## config.mk

```make
export PLATFORM = sky130hd
export DESIGN_NAME = dtd_queue
export DESIGN_NICKNAME = d
export VERILOG_FILES = /design/src/design/dtd_pkg.sv /design/src/design/dtd_queue.sv
export SDC_FILE = /design/constraint.sdc
export NUM_CORES = 1
export LEC_CHECK = 0
export ABC_AREA = 1
export BUFFER_PORTS_ARGS = -buffer_cell sky130_fd_sc_hd__buf_2
export CORE_MARGIN = 5
export CORE_UTILIZATION = 30
export CTS_BUF_LIST = sky130_fd_sc_hd__clkbuf_16
export CTS_CLUSTER_SIZE = 12
export DETAILED_ROUTE_END_ITERATION = 16
export REMOVE_ABC_BUFFERS = 1
export SYNTH_ARGS = -nofsm -noshare
export SYNTH_HDL_FRONTEND = slang
export SYNTH_SLANG_ARGS = --single-unit
```

## constraint.sdc

```tcl
create_clock -name clk_i -period 4.44 [get_ports clk_i]
set_input_delay 0.444 -clock clk_i [delete_from_list [all_inputs] [get_ports clk_i]]
set_output_delay 0.444 -clock clk_i [all_outputs]
set_load 0.02 [all_outputs]
```

## src/design/dtd_pkg.sv

```systemverilog
`timescale 1ns / 1ps
// ----------------------------------------------------------------------------
// dtd_pkg: shared types and constants of the decimal text to double unit
// Character codes, power classes, the job record between the front and the
// back, and the elaboration-time builder of the power-of-ten table.
// ----------------------------------------------------------------------------
package dtd_pkg;

  localparam int CharW    = 8;
  localparam int MantW    = 63;
  localparam int DblW     = 64;
  localparam int PowIdxW  = 10;
  localparam int PowCount = 632;
  localparam int POW_MIN  = -323;
  localparam int POW_MAX  = 308;

  // Mantissa limit up to which another digit is still taken without overflow
  localparam logic [MantW-1:0] ACCEPT_LIMIT = 63'd922337203685477578;

  localparam logic [CharW-1:0] CH_MINUS = 8'h2d;
  localparam logic [CharW-1:0] CH_DOT   = 8'h2e;
  localparam logic [CharW-1:0] CH_ZERO  = 8'h30;
  localparam logic [CharW-1:0] CH_NINE  = 8'h39;
  localparam logic [CharW-1:0] CH_E_UP  = 8'h45;
  localparam logic [CharW-1:0] CH_E_LO  = 8'h65;

  localparam logic [10:0] EXP_ALL_ONES = 11'h7ff;

  // Range class of the total power of ten
  typedef enum logic [1:0] {
    PCLS_FINITE = 2'd0,
    PCLS_HUGE   = 2'd1,
    PCLS_TINY   = 2'd2
  } pcls_e;

  // One finished number, handed from the front to the back
  typedef struct packed {
    logic               neg;
    logic [MantW-1:0]   mant;
    pcls_e              pcls;
    logic [PowIdxW-1:0] pidx;
    logic [CharW-1:0]   endc;
  } job_t;

  typedef struct packed {
    logic full;
    logic empty;
  } qstat_t;

  // Correctly rounded double of 10^k, returned as a normalized form:
  // bits [63:52] signed unbiased exponent, bits [51:0] fraction below the
  // implicit one. Subnormal powers are rounded at subnormal precision.
  function automatic logic [63:0] pow10_entry(input int k);
    logic [1199:0] big;
    logic [1199:0] kept;
    logic [1199:0] low_mask;
    logic [63:0]   r;
    logic [63:0]   rn;
    logic          g;
    logic          rest;
    logic          sticky;
    int            base;
    int            msb;
    int            rmsb;
    int            sh;
    int            ex;
    big    = 1200'd1;
    base   = 0;
    sticky = 1'b0;
    kept   = '0;
    g      = 1'b0;
    if (k >= 0) begin
      for (int i = 0; i < k; i++) big = big * 1200'd10;
    end else begin
      // Scaled reciprocal; 2^n is never a multiple of 5, so it is inexact
      big    = 1200'd1 << 1130;
      base   = -1130;
      sticky = 1'b1;
      for (int i = 0; i < -k; i++) big = big / 1200'd10;
    end
    msb = 0;
    for (int i = 0; i < 1200; i++) if (big[i]) msb = i;
    if (msb + base >= -1022) sh = msb - 52;
    else sh = -1074 - base;
    if (sh <= 0) begin
      r = 64'(big << (-sh));
    end else begin
      kept     = big >> sh;
      g        = big[sh-1];
      low_mask = (1200'd1 << (sh - 1)) - 1200'd1;
      rest     = sticky | ((big & low_mask) != '0);
      r        = kept[63:0] + 64'(g & (rest | kept[0]));
    end
    rmsb = 0;
    for (int i = 0; i < 64; i++) if (r[i]) rmsb = i;
    ex = rmsb + sh + base;
    rn = r << (52 - rmsb);
    return {12'(ex), rn[51:0]};
  endfunction

endpackage

```

## src/design/dtd_queue.sv

```systemverilog
`timescale 1ns / 1ps
// ----------------------------------------------------------------------------
// dtd_queue: job queue between parser and converter
// Two-entry FIFO that lets the parser and the converter stall independently.
// ----------------------------------------------------------------------------
module dtd_queue import dtd_pkg::*; (
  input  logic   clk_i,
  input  logic   rst_ni,
  input  logic   push_i,
  input  job_t   job_i,
  input  logic   pop_i,
  output job_t   job_o,
  output qstat_t qstat_o
);

  localparam int Depth = 2;
  localparam int PtrW  = $clog2(Depth);

  job_t            mem_q [Depth];
  logic [PtrW-1:0] wr_q;
  logic [PtrW-1:0] rd_q;
  logic [PtrW:0]   cnt_q;

  assign job_o         = mem_q[rd_q];
  assign qstat_o.full  = cnt_q == (PtrW + 1)'(Depth);
  assign qstat_o.empty = cnt_q == '0;

  // Store the incoming job
  always_ff @(posedge clk_i) begin
    if (push_i) mem_q[wr_q] <= job_i;
  end

  // Move pointers and occupancy
  always_ff @(posedge clk_i or negedge rst_ni) begin
    if (!rst_ni) begin
      wr_q  <= '0;
      rd_q  <= '0;
      cnt_q <= '0;
    end else begin
      if (push_i) wr_q <= wr_q + 1'b1;
      if (pop_i)  rd_q <= rd_q + 1'b1;
      case ({push_i, pop_i})
        2'b10:   cnt_q <= cnt_q + 1'b1;
        2'b01:   cnt_q <= cnt_q - 1'b1;
        default: cnt_q <= cnt_q;
      endcase
    end
  end

endmodule

```

==> reports/summary.txt <==
Worst Setup EP = job_o[70]
RR Startpoint = wr_q
Worst hold start = job_i[28]
Die Span X = 158 um
Unique cell type count in the Yosys netlist = 17
Commonest non-fill, non-tap cell in the layout = buf_2
Met1 Usage GRT = 12.1%
Post-DP HPWL = 8210 um
# setup viols final = 0
Vias = 3772
Sw frac = 36.1%
Slowest stage delay, CP = 0.99 ns
Post-DP Area = 7670 um^2
Clk pin slew, worst setup/hold paths = 0.06 ns
Synthesized area per cell = 14.2 um^2
# DRC = 0
GRT overflow = 0
Post-CTS Setup Bufs = 0
Most frequent cells in the layout = buf_2 (173), edfxtp_1 (168), inv_1 (90)
Final wirelength = 12500 um
Max_cap viols = 0
RSZ-0062 raised after global routing = false
Multi-input gate area = 917 um^2
# diodes = 0
Die Ht = 158 um
Slew Limit Fails = 0
Cells after Synth = 463
Final min period = 2.72 ns
Clock Skews = 0.00859 ns
Logic pwr share = 31.4%
Run status = completed
Largest cells by area after synthesis = edfxtp_1 (77%), inv_1 (5.1%), nand2_1 (5.1%), o21ai_0 (3.8%), o21ai_2 (3.3%)
FILL cells = 2095
Pre-antenna DRT Iters = 4
Core ar. = 21700 um^2
Pre-CTS setup slack = 2.12 ns
First-pass GRT wire length = 19100 um
Layout Nets = 729
Root buffer cell = clkbuf_16
Final Cell Area = 8240 um^2
Worst path slowest cell = dfrtp_4
Netlist Area Pre-Place = 6570 um^2
H-tree level count = 4
Crit path from = rd_q
Power Total = 5.47 mW
R2R depth = 3
Critical path required time = 4.00 ns
Die ar. = 25000 um^2
Number of synthesis warnings = 0
Routability Congestion = 0.692
VDD IR max = 322 uV
Clock sink count = 172
Critical Path Fanout Max = 89
Busiest grt layer = met2
Worst rel slew slack = 39.0%
Worst-path cell chain = buf_12 -> nand2_1 -> o21ai_0 -> buf_2
Final hold violation count = 0
Clock Power Share = 25.7%
Antenna violations before repair = 1
Number of global-route vias before repair = 3667
Starting Density = 30.3%
Worst Setup End Kind = output port
Pleak = 3.47 nW
Startpoint types = flip-flop
Pin count of the biggest net entering global routing = 90
Reg2reg end = mem_q[1][57]
Yosys reg bits = 172
P per Cell Area = 665 nW/um^2
Cell taking the most area after synthesis = edfxtp_1
Via-to-Cell Ratio = 4.05
Int Power = 3.50 mW
Final worst-path setup slack = 1.72 ns
CTS buffer count = 17
Min-delay worst type = input pin to flip-flop
P&R area growth vs syn = 25.4%
Max clock buf depth = 2
Switching pwr = 1.98 mW
Kind of critical path = flip-flop to output port
Top Ports = 174
Tcrit/Tclk final = 61.2%
Reg power frac = 42.8%
DR iter-0 viols = 194
Port buffer count = 173
Register area share after synthesis = 78.3%
Share of layout cells above drive strength 1 = 35.4%
FF+latch area = 5150 um^2
M2 GR Usage = 16.5%
Worst Tran Pin Value = 0.915 ns
CTS tree = done
R2R setup slack = 2.48 ns
FP Rows = 54
Antenna Nets Post-Route = 0
Total GRT Usage = 10.2%
Max Clock Freq = 368 MHz
Post-synth top area share = 76.8%
Routed len/inst = 13.4 um
Worst-Skew Late Latency = 0.41 ns
Worst Path Arrival = 2.27 ns
GR Layer Usage met3 = 4.57%
-- synthesized netlist by cell type, drive strengths merged --
| master | n |
|---|---|
| o21ai | 84 |
| xnor2 | 1 |
| edfxtp | 168 |
| clkbuf | 5 |
| dfrtp | 4 |
| ha | 1 |
| nand3 | 1 |
| nand4 | 1 |
| xor2 | 2 |
| inv | 90 |
| nand2 | 89 |
| nor2 | 3 |
| buf | 14 |
-- worst max-delay path: cells and delay by family (launching register included) --
kind,cells,cell delay [ns]
AO/OA/AOI/OAI,1,0.11
buffers and inverters,2,0.59
flip-flops,1,0.99
AND/OR/NAND/NOR,1,0.08
-- power groups by stage --
stage                     registers (mW)  clock network (mW)  logic [mW]
final                               2.35                1.41        1.72
after global routing                2.39                1.54        1.90
after CTS                           2.35                1.46        1.78
after detailed placement            2.39                   0        1.77
after global placement              2.38                   0        1.76
after floorplan                     2.44                   0        1.08
-- kinds of logic after synthesis --
family	Yosys count	share of synthesized area (%)
flip-flops	172	78.3
buffers and inverters	109	7.83
AND/OR/NAND/NOR	94	5.43
AO/OA/AOI/OAI	84	7.83
XOR/XNOR	3	0.400
adder cells (fa/ha/maj)	1	0.190
-- registers in the layout, indices dropped and copies added, names as in the netlist --
name,flops
mem_q,168
cnt_q,2
rd_q,1
wr_q,1
-- how the worst min path moves through the flow --
stage / endpoint / slack, ns / cells past startpoint
3_3_place_gp: cnt_q[1] / 0.26 / 1
2_1_floorplan: cnt_q[0] / 0.15 / 0
5_1_grt: mem_q[0][20] / 0.18 / 1
6_report: mem_q[1][28] / 0.21 / 1
4_1_cts: mem_q[1][28] / 0.19 / 1
3_5_place_dp: cnt_q[1] / 0.26 / 1
-- layout make-up --
type                            instances  area share, %
Sequential cell                       172           62.5
Timing Repair Buffer                  177           11.2
Multi-Input combinational cell        182           11.1
Clock buffer                           17           5.16
Tap cell                              280           4.25
Inverter                               90           4.13
Clock inverter                         14           1.60
-- metrics by stage --
step	TNS, ns	util (%)	hold WS, ns	std cells
after floorplan	-9.46	-	0.148	444
after global placement	0	35.4	0.263	900
after detailed placement	0	35.4	0.263	900
after CTS	0	38.0	0.186	932
after global routing	0	38.0	0.179	932
final	0	38.0	0.213	932
-- timing repair --
action	in CTS	in global routing
endpoints found under the hold margin	4	0
gates resized for setup	0	0
hold buffers	1	0
-- metal layers --
layer / vias up / routed length [um]
met5: - / 7
met4: 2 / 197
met3: 17 / 1060
met2: 110 / 5910
met1: 1720 / 5300
li1: 1923 / -
Power figures use the tool's default switching activity.
