File: src/design/dtd_pkg.sv
`timescale 1ns / 1ps
// ----------------------------------------------------------------------------
// dtd_pkg: shared types and constants of the decimal text to double unit
// Character codes, power classes, the job record between the front and the
// back, and the elaboration-time builder of the power-of-ten table.
// ----------------------------------------------------------------------------
package dtd_pkg;

  localparam int CharW    = 8;
  localparam int MantW    = 63;
  localparam int DblW     = 64;
  localparam int PowIdxW  = 10;
  localparam int PowCount = 632;
  localparam int POW_MIN  = -323;
  localparam int POW_MAX  = 308;

  // Mantissa limit up to which another digit is still taken without overflow
  localparam logic [MantW-1:0] ACCEPT_LIMIT = 63'd922337203685477578;

  localparam logic [CharW-1:0] CH_MINUS = 8'h2d;
  localparam logic [CharW-1:0] CH_DOT   = 8'h2e;
  localparam logic [CharW-1:0] CH_ZERO  = 8'h30;
  localparam logic [CharW-1:0] CH_NINE  = 8'h39;
  localparam logic [CharW-1:0] CH_E_UP  = 8'h45;
  localparam logic [CharW-1:0] CH_E_LO  = 8'h65;

  localparam logic [10:0] EXP_ALL_ONES = 11'h7ff;

  // Range class of the total power of ten
  typedef enum logic [1:0] {
    PCLS_FINITE = 2'd0,
    PCLS_HUGE   = 2'd1,
    PCLS_TINY   = 2'd2
  } pcls_e;

  // One finished number, handed from the front to the back
  typedef struct packed {
    logic               neg;
    logic [MantW-1:0]   mant;
    pcls_e              pcls;
    logic [PowIdxW-1:0] pidx;
    logic [CharW-1:0]   endc;
  } job_t;

  typedef struct packed {
    logic full;
    logic empty;
  } qstat_t;

  // Correctly rounded double of 10^k, returned as a normalized form:
  // bits [63:52] signed unbiased exponent, bits [51:0] fraction below the
  // implicit one. Subnormal powers are rounded at subnormal precision.
  function automatic logic [63:0] pow10_entry(input int k);
    logic [1199:0] big;
    logic [1199:0] kept;
    logic [1199:0] low_mask;
    logic [63:0]   r;
    logic [63:0]   rn;
    logic          g;
    logic          rest;
    logic          sticky;
    int            base;
    int            msb;
    int            rmsb;
    int            sh;
    int            ex;
    big    = 1200'd1;
    base   = 0;
    sticky = 1'b0;
    kept   = '0;
    g      = 1'b0;
    if (k >= 0) begin
      for (int i = 0; i < k; i++) big = big * 1200'd10;
    end else begin
      // Scaled reciprocal; 2^n is never a multiple of 5, so it is inexact
      big    = 1200'd1 << 1130;
      base   = -1130;
      sticky = 1'b1;
      for (int i = 0; i < -k; i++) big = big / 1200'd10;
    end
    msb = 0;
    for (int i = 0; i < 1200; i++) if (big[i]) msb = i;
    if (msb + base >= -1022) sh = msb - 52;
    else sh = -1074 - base;
    if (sh <= 0) begin
      r = 64'(big << (-sh));
    end else begin
      kept     = big >> sh;
      g        = big[sh-1];
      low_mask = (1200'd1 << (sh - 1)) - 1200'd1;
      rest     = sticky | ((big & low_mask) != '0);
      r        = kept[63:0] + 64'(g & (rest | kept[0]));
    end
    rmsb = 0;
    for (int i = 0; i < 64; i++) if (r[i]) rmsb = i;
    ex = rmsb + sh + base;
    rn = r << (52 - rmsb);
    return {12'(ex), rn[51:0]};
  endfunction

endpackage

File: src/design/dtd_front.sv
`timescale 1ns / 1ps
// ----------------------------------------------------------------------------
// dtd_front: character parser
// Classifies each character against the number grammar, builds mantissa and
// exponents, and on the terminating character emits one job.
// ----------------------------------------------------------------------------
module dtd_front import dtd_pkg::*; #(
  parameter int ExpBits = 20
) (
  input  logic             clk_i,
  input  logic             rst_ni,
  input  logic             valid_i,
  input  logic [CharW-1:0] char_code_i,
  output logic             ready_o,
  input  qstat_t           qstat_i,
  output logic             push_o,
  output job_t             job_o
);

  localparam int PowW  = ExpBits + 1;
  localparam int EexpW = ExpBits - 1;
  localparam int EmacW = EexpW + 4;
  localparam logic signed [ExpBits-1:0] DEXP_MAX = {1'b0, {(ExpBits-1){1'b1}}};
  localparam logic signed [ExpBits-1:0] DEXP_MIN = {1'b1, {(ExpBits-1){1'b0}}};
  localparam logic signed [ExpBits-1:0] DEXP_ONE = ExpBits'(1);
  localparam logic [EexpW-1:0]          EEXP_MAX = '1;
  localparam logic signed [PowW-1:0]    POW_HI   = PowW'(POW_MAX);
  localparam logic signed [PowW-1:0]    POW_LO   = PowW'(POW_MIN);

  typedef enum logic [4:0] {
    PH_START = 5'b00001,
    PH_INT   = 5'b00010,
    PH_FRAC  = 5'b00100,
    PH_ESIGN = 5'b01000,
    PH_EDIG  = 5'b10000
  } phase_e;

  phase_e                     phase_q, phase_d;
  logic                       neg_q, neg_d;
  logic [MantW-1:0]           mant_q, mant_d;
  logic signed [ExpBits-1:0]  dexp_q, dexp_d;
  logic [EexpW-1:0]           eexp_q, eexp_d;
  logic                       eneg_q, eneg_d;

  logic                       fire;
  logic                       term;
  logic                       is_digit;
  logic                       is_emark;
  logic [CharW-1:0]           diff;
  logic [3:0]                 digit;
  logic                       mant_fits;
  logic [MantW-1:0]           mant_mac;
  logic signed [ExpBits-1:0]  dexp_inc;
  logic signed [ExpBits-1:0]  dexp_dec;
  logic [EmacW-1:0]           eexp_wide;
  logic [EexpW-1:0]           eexp_mac;
  logic signed [PowW-1:0]     pw_dexp;
  logic signed [PowW-1:0]     pw_eexp;
  logic signed [PowW-1:0]     pow_total;

  assign ready_o = !qstat_i.full;
  assign fire    = valid_i & ready_o;

  // Classify the character
  assign is_digit = (char_code_i >= CH_ZERO) && (char_code_i <= CH_NINE);
  assign is_emark = (char_code_i == CH_E_LO) || (char_code_i == CH_E_UP);
  assign diff     = char_code_i - CH_ZERO;
  assign digit    = diff[3:0];

  // Digit arithmetic: times ten plus digit, saturating exponent steps
  assign mant_fits = mant_q <= ACCEPT_LIMIT;
  assign mant_mac  = (mant_q << 3) + (mant_q << 1) + MantW'(digit);
  assign dexp_inc  = (dexp_q == DEXP_MAX) ? dexp_q : dexp_q + DEXP_ONE;
  assign dexp_dec  = (dexp_q == DEXP_MIN) ? dexp_q : dexp_q - DEXP_ONE;
  assign eexp_wide = (EmacW'(eexp_q) << 3) + (EmacW'(eexp_q) << 1) + EmacW'(digit);
  assign eexp_mac  = (eexp_wide > EmacW'(EEXP_MAX)) ? EEXP_MAX : EexpW'(eexp_wide);

  // Grammar step
  always_comb begin
    phase_d = phase_q;
    neg_d   = neg_q;
    mant_d  = mant_q;
    dexp_d  = dexp_q;
    eexp_d  = eexp_q;
    eneg_d  = eneg_q;
    term    = 1'b0;
    case (phase_q)
      PH_FRAC: begin
        if (is_digit) begin
          if (mant_fits) begin
            mant_d = mant_mac;
            dexp_d = dexp_dec;
          end
        end else if (is_emark) begin
          phase_d = PH_ESIGN;
        end else begin
          term = 1'b1;
        end
      end
      PH_ESIGN, PH_EDIG: begin
        if (is_digit) begin
          eexp_d  = eexp_mac;
          phase_d = PH_EDIG;
        end else if ((phase_q == PH_ESIGN) && (char_code_i == CH_MINUS)) begin
          eneg_d  = 1'b1;
          phase_d = PH_EDIG;
        end else begin
          term = 1'b1;
        end
      end
      default: begin
        if (is_digit) begin
          if (mant_fits) mant_d = mant_mac;
          else dexp_d = dexp_inc;
          phase_d = PH_INT;
        end else if ((phase_q != PH_INT) && (char_code_i == CH_MINUS)) begin
          neg_d   = 1'b1;
          phase_d = PH_INT;
        end else if (char_code_i == CH_DOT) begin
          phase_d = PH_FRAC;
        end else if (is_emark) begin
          phase_d = PH_ESIGN;
        end else begin
          term = 1'b1;
        end
      end
    endcase
  end

  // Total power of ten and its range class
  assign pw_dexp   = PowW'(dexp_q);
  assign pw_eexp   = signed'(PowW'({1'b0, eexp_q}));
  assign pow_total = pw_dexp + (eneg_q ? -pw_eexp : pw_eexp);

  always_comb begin
    job_o.neg  = neg_q;
    job_o.mant = mant_q;
    job_o.endc = char_code_i;
    job_o.pidx = '0;
    if (pow_total > POW_HI) begin
      job_o.pcls = PCLS_HUGE;
    end else if (pow_total < POW_LO) begin
      job_o.pcls = PCLS_TINY;
    end else begin
      job_o.pcls = PCLS_FINITE;
      job_o.pidx = PowIdxW'(pow_total - POW_LO);
    end
  end

  assign push_o = fire & term;

  // Advance the parse state; clear it once a number is handed off
  always_ff @(posedge clk_i or negedge rst_ni) begin
    if (!rst_ni) begin
      phase_q <= PH_START;
      neg_q   <= 1'b0;
      mant_q  <= '0;
      dexp_q  <= '0;
      eexp_q  <= '0;
      eneg_q  <= 1'b0;
    end else if (fire) begin
      if (term) begin
        phase_q <= PH_START;
        neg_q   <= 1'b0;
        mant_q  <= '0;
        dexp_q  <= '0;
        eexp_q  <= '0;
        eneg_q  <= 1'b0;
      end else begin
        phase_q <= phase_d;
        neg_q   <= neg_d;
        mant_q  <= mant_d;
        dexp_q  <= dexp_d;
        eexp_q  <= eexp_d;
        eneg_q  <= eneg_d;
      end
    end
  end

endmodule

File: config.mk
export PLATFORM = sky130hd
export DESIGN_NAME = dtd_front
export DESIGN_NICKNAME = d
export VERILOG_FILES = /design/src/design/dtd_pkg.sv /design/src/design/dtd_front.sv
export SDC_FILE = /design/constraint.sdc
export NUM_CORES = 1
export LEC_CHECK = 0
export BUFFER_PORTS_ARGS = -buffer_cell sky130_fd_sc_hd__buf_2
export CORE_MARGIN = 5
export CORE_UTILIZATION = 63
export CTS_CLUSTER_SIZE = 14
export DETAILED_ROUTE_END_ITERATION = 12
export PLACE_DENSITY = 0.89
export SLEW_MARGIN = 10
export SYNTH_ARGS = -nofsm -noshare
export SYNTH_HDL_FRONTEND = slang
export SYNTH_SLANG_ARGS = --single-unit
export TNS_END_PERCENT = 50
File: constraint.sdc
create_clock -name clk_i -period 5.6 [get_ports clk_i]
set_input_delay 0.28 -clock clk_i [delete_from_list [all_inputs] [get_ports clk_i]]
set_output_delay 0.28 -clock clk_i [all_outputs]
set_load 0.03 [all_outputs]
==> results.yml <==
final_layout:
  fin_nets: 1809
  syn_to_final_growth_pct: 7.890
  utilization_pct: 69.31
  drive_above_1_share_pct: 9.718
  mostFrequentLayoutCell: "ha_1"
  final_cell_mix: "ha_1, nand2_1, a21oi_1"
  layout.cells.non_filler: 1860
  antenna_cells: 0
sta:
  final-hold-violation-count: 0
  fin_crit_sh_pct: 94.14
  final.min_clock_period_ns: 5.272
  fmax_mhz: 189.7
  setup_viol: 0
  worstMarginPinSlew_ns: 1.048
  holdWs_ns: 0.2579
  finalMaxSlewViolations: 0
  relSlewSlack_pct: 29.64
  fin_skew_ns: 0.01301
  tns_ns: 0
global_routing:
  gr-total-overflow: 0
  first_global_vias: 11360
  grt_pass1_wl_um: 54350
  grt_start_max_net_pins: 56
  antenna_found_initial: 0
  gr-usage-all-layers_pct: 28.86
critical_path:
  cp_max_fo: 7
  cp_slowest_cell: "or4_1"
  crit_chain: "or4_1, nor2_1, nand2_1, o31ai_1, xnor2_1, ha_1, o21a_1, a2111oi_2, o21a_1, nor2_1, a21oi_1, o21ai_0, xor2_1, nor4_4, buf_4, mux2i_4, nor3_2, buf_2"
  critPathLaunchType: "register"
  worstSetupStartpoint: "eexp_q[3]$_DFFE_PN0P_"
  cp-endpoint: "job_o[10]"
  critPathArrivalTime_ns: 4.99
  endpoint_kind: "output pin"
  r2r_slack_ns: 1.14
  critPathRequiredTime_ns: 5.32
  reg2regPathDepth: 12
  crit_type: "register to output pin"
  timing.rr.end: "mant_q[49]$_DFFE_PN0P_"
  critPathMaxStageDelay_ns: 0.56
  reg2reg_from: "mant_q[2]$_DFFE_PN0P_"
place:
  gp_congestion: 0.9381
  io_buffers: 97
  dp_hpwl_um: 25260
  dp_cells: 1842
synthesis:
  synth-warning-count: 0
  synth_seq_cells: 109
  synth_top_family_by_area: "compound AO/OA/AOI/OAI gates"
  ys_seq_area_share_pct: 21.76
  syn_area_sq_um: 12540
  synth_fa_ha_area_share_pct: 20.81
  synth-main-ff-cell: "dfrtp_1"
  synth_edf_count: 0
  async_reset_ff_share_pct: 100.0
  synth_nets: 1746
  synthSimpleGateAreaFrac_pct: 17.05
  synth_cell_types: 79
  synthMuxAreaShare_pct: 0.6085
  synth_compound_area_share_pct: 27.60
  yosys.area_share.xor_xnor_pct: 8.658
  syn_inst: 1528
  syn_avg_cell_area_sq_um: 8.209
clocking:
  cts_root_buf: "clkbuf_16"
  htree_levels: 3
  clock_latency_ns: 0.37
  cts_tree: "yes"
  cts_buffers: 9
  clock-sinks: 109
  clk_path_buf_depth: 2
  clk_pin_slew_ns: 0.07
floorplanning:
  die_h_um: 151.1
  core_sq_um: 19530
  rows: 51
  die_area_sq_um: 22830
  die_w_um: 151.1
  start_util_pct: 64.24
  io_pins: 99
routing:
  drt_first_pass_iters: 8
  drt_iter0_markers: 928
  drc: 0
  vias_per_cell: 6.522
  vias: 12130
  ant_nets: 0
  routedWlPerCell_um: 18.00
  routed_wl_um: 33480
power:
  swShare_pct: 37.80
  p_sw_mw: 0.9394
  internal_power_mw: 1.546
  vdd_drop_max_v: 0.0001625
  leakagePower_nw: 6.636
  power_frac_clock_pct: 26.9
  p_per_area_nw_per_um2: 183.6
  p_seq_share_pct: 35.6
  finalPower_mw: 2.485
  comb_power_share_pct: 37.6
status:
  status: "finished, final reports clean"
job:
  drv_cap: 0
min_path:
  hold_path_class: "primary input to register"
[worst min path at each step]
| stage | endpoint | startpoint | slack, ns | cells past startpoint |
|---|---|---|---|---|
| after detailed placement | mant_q[44]$_DFFE_PN0P_ | rst_ni | 0.37 | 1 |
| after floorplan | dexp_q[0]$_DFFE_PN0P_ | rst_ni | -0.02 | 0 |
| after global placement | mant_q[44]$_DFFE_PN0P_ | rst_ni | 0.36 | 1 |
| after CTS | eexp_q[0]$_DFFE_PN0P_ | char_code_i[0] | 0.25 | 3 |
| final | eexp_q[0]$_DFFE_PN0P_ | char_code_i[0] | 0.26 | 3 |
| after global routing | eexp_q[0]$_DFFE_PN0P_ | char_code_i[0] | 0.28 | 3 |
[through the flow]
step,area [sq um],worst slack (ns)
CTS,13470,0.09907
floorplan,12540,0.9741
detailed placement,13170,0.5145
finish,13530,0.3282
global route,13530,-0.01107
global placement,13170,0.6031
[power by group through the flow]
stage	clock network (mW)	logic, mW	registers (mW)
6_report	0.668	0.934	0.884
5_1_grt	0.706	1.04	0.889
4_1_cts	0.675	0.917	0.881
3_5_place_dp	0	0.909	0.896
3_3_place_gp	0	0.875	0.893
2_1_floorplan	0	0.711	0.879
[kinds of logic after synthesis]
logic type               after synthesis
flip-flops                           109
AND/OR/NAND/NOR                      445
multiplexers                           6
adder cells (fa/ha/maj)              205
buffers and inverters                105
AO/OA/AOI/OAI                        534
XOR/XNOR                             124
[what timing repair did]
item | CTS | global route
hold buffers | 1 | 0
endpoints found under the setup margin | 0 | 10
resized for setup | 0 | 9
hold endpoints to repair | 10 | 0
buffers inserted | 0 | 1
[critical path: cells and delay by family (launching register included)]
| family | cells | cell delay [ns] |
|---|---|---|
| compound gates | 6 | 1.52 |
| mux | 1 | 0.10 |
| xor+xnor | 2 | 0.40 |
| simple gates | 6 | 1.36 |
| buf+inv | 2 | 0.41 |
| fa+ha+maj | 1 | 0.34 |
| flops | 1 | 0.46 |
[area by class of cell]
| type | instances | area, sq um |
|---|---|---|
| multi-input combinational | 1315 | 9433 |
| fill | 1520 | 5993 |
| sequential | 109 | 2729 |
| timing repair buffer | 107 | 565.5 |
| tap | 265 | 331.6 |
| clock buffer | 10 | 229.0 |
| inverter | 49 | 183.9 |
| clock inverter | 5 | 61.31 |
[flip-flops by register name (all words and copies together) (netlist names)]
signal   count
mant_q      63
dexp_q      20
eexp_q      19
phase_q      5
eneg_q       1
neg_q        1
[layer usage]
| metal | part of all wire (%) | up-vias | global-route usage, % |
|---|---|---|---|
| li1 | - | 5819 | - |
| met1 | 44 | 5722 | 39.33 |
| met2 | 46 | 496 | 47.38 |
| met3 | 6.8 | 93 | 3.830 |
| met4 | 3.0 | 0 | 9.837 |
| met5 | 0 | - | 0 |
[synth_stat cells (21+ instances only)]
cell	count	area, sq um
xnor2_1	76	665.6
xor2_1	48	420.4
o31ai_1	60	450.4
nand4_1	31	193.9
nand3_1	23	115.1
o21a_1	21	157.7
ha_1	199	2490
inv_1	48	180.2
o21ai_0	119	595.6
o21bai_1	32	240.2
clkbuf_1	38	142.6
dfrtp_1	108	2703
nand2_1	177	664.4
nor2_1	95	356.6
a21oi_1	138	690.7
a21o_1	44	330.3
Power figures use the tool's default switching activity.
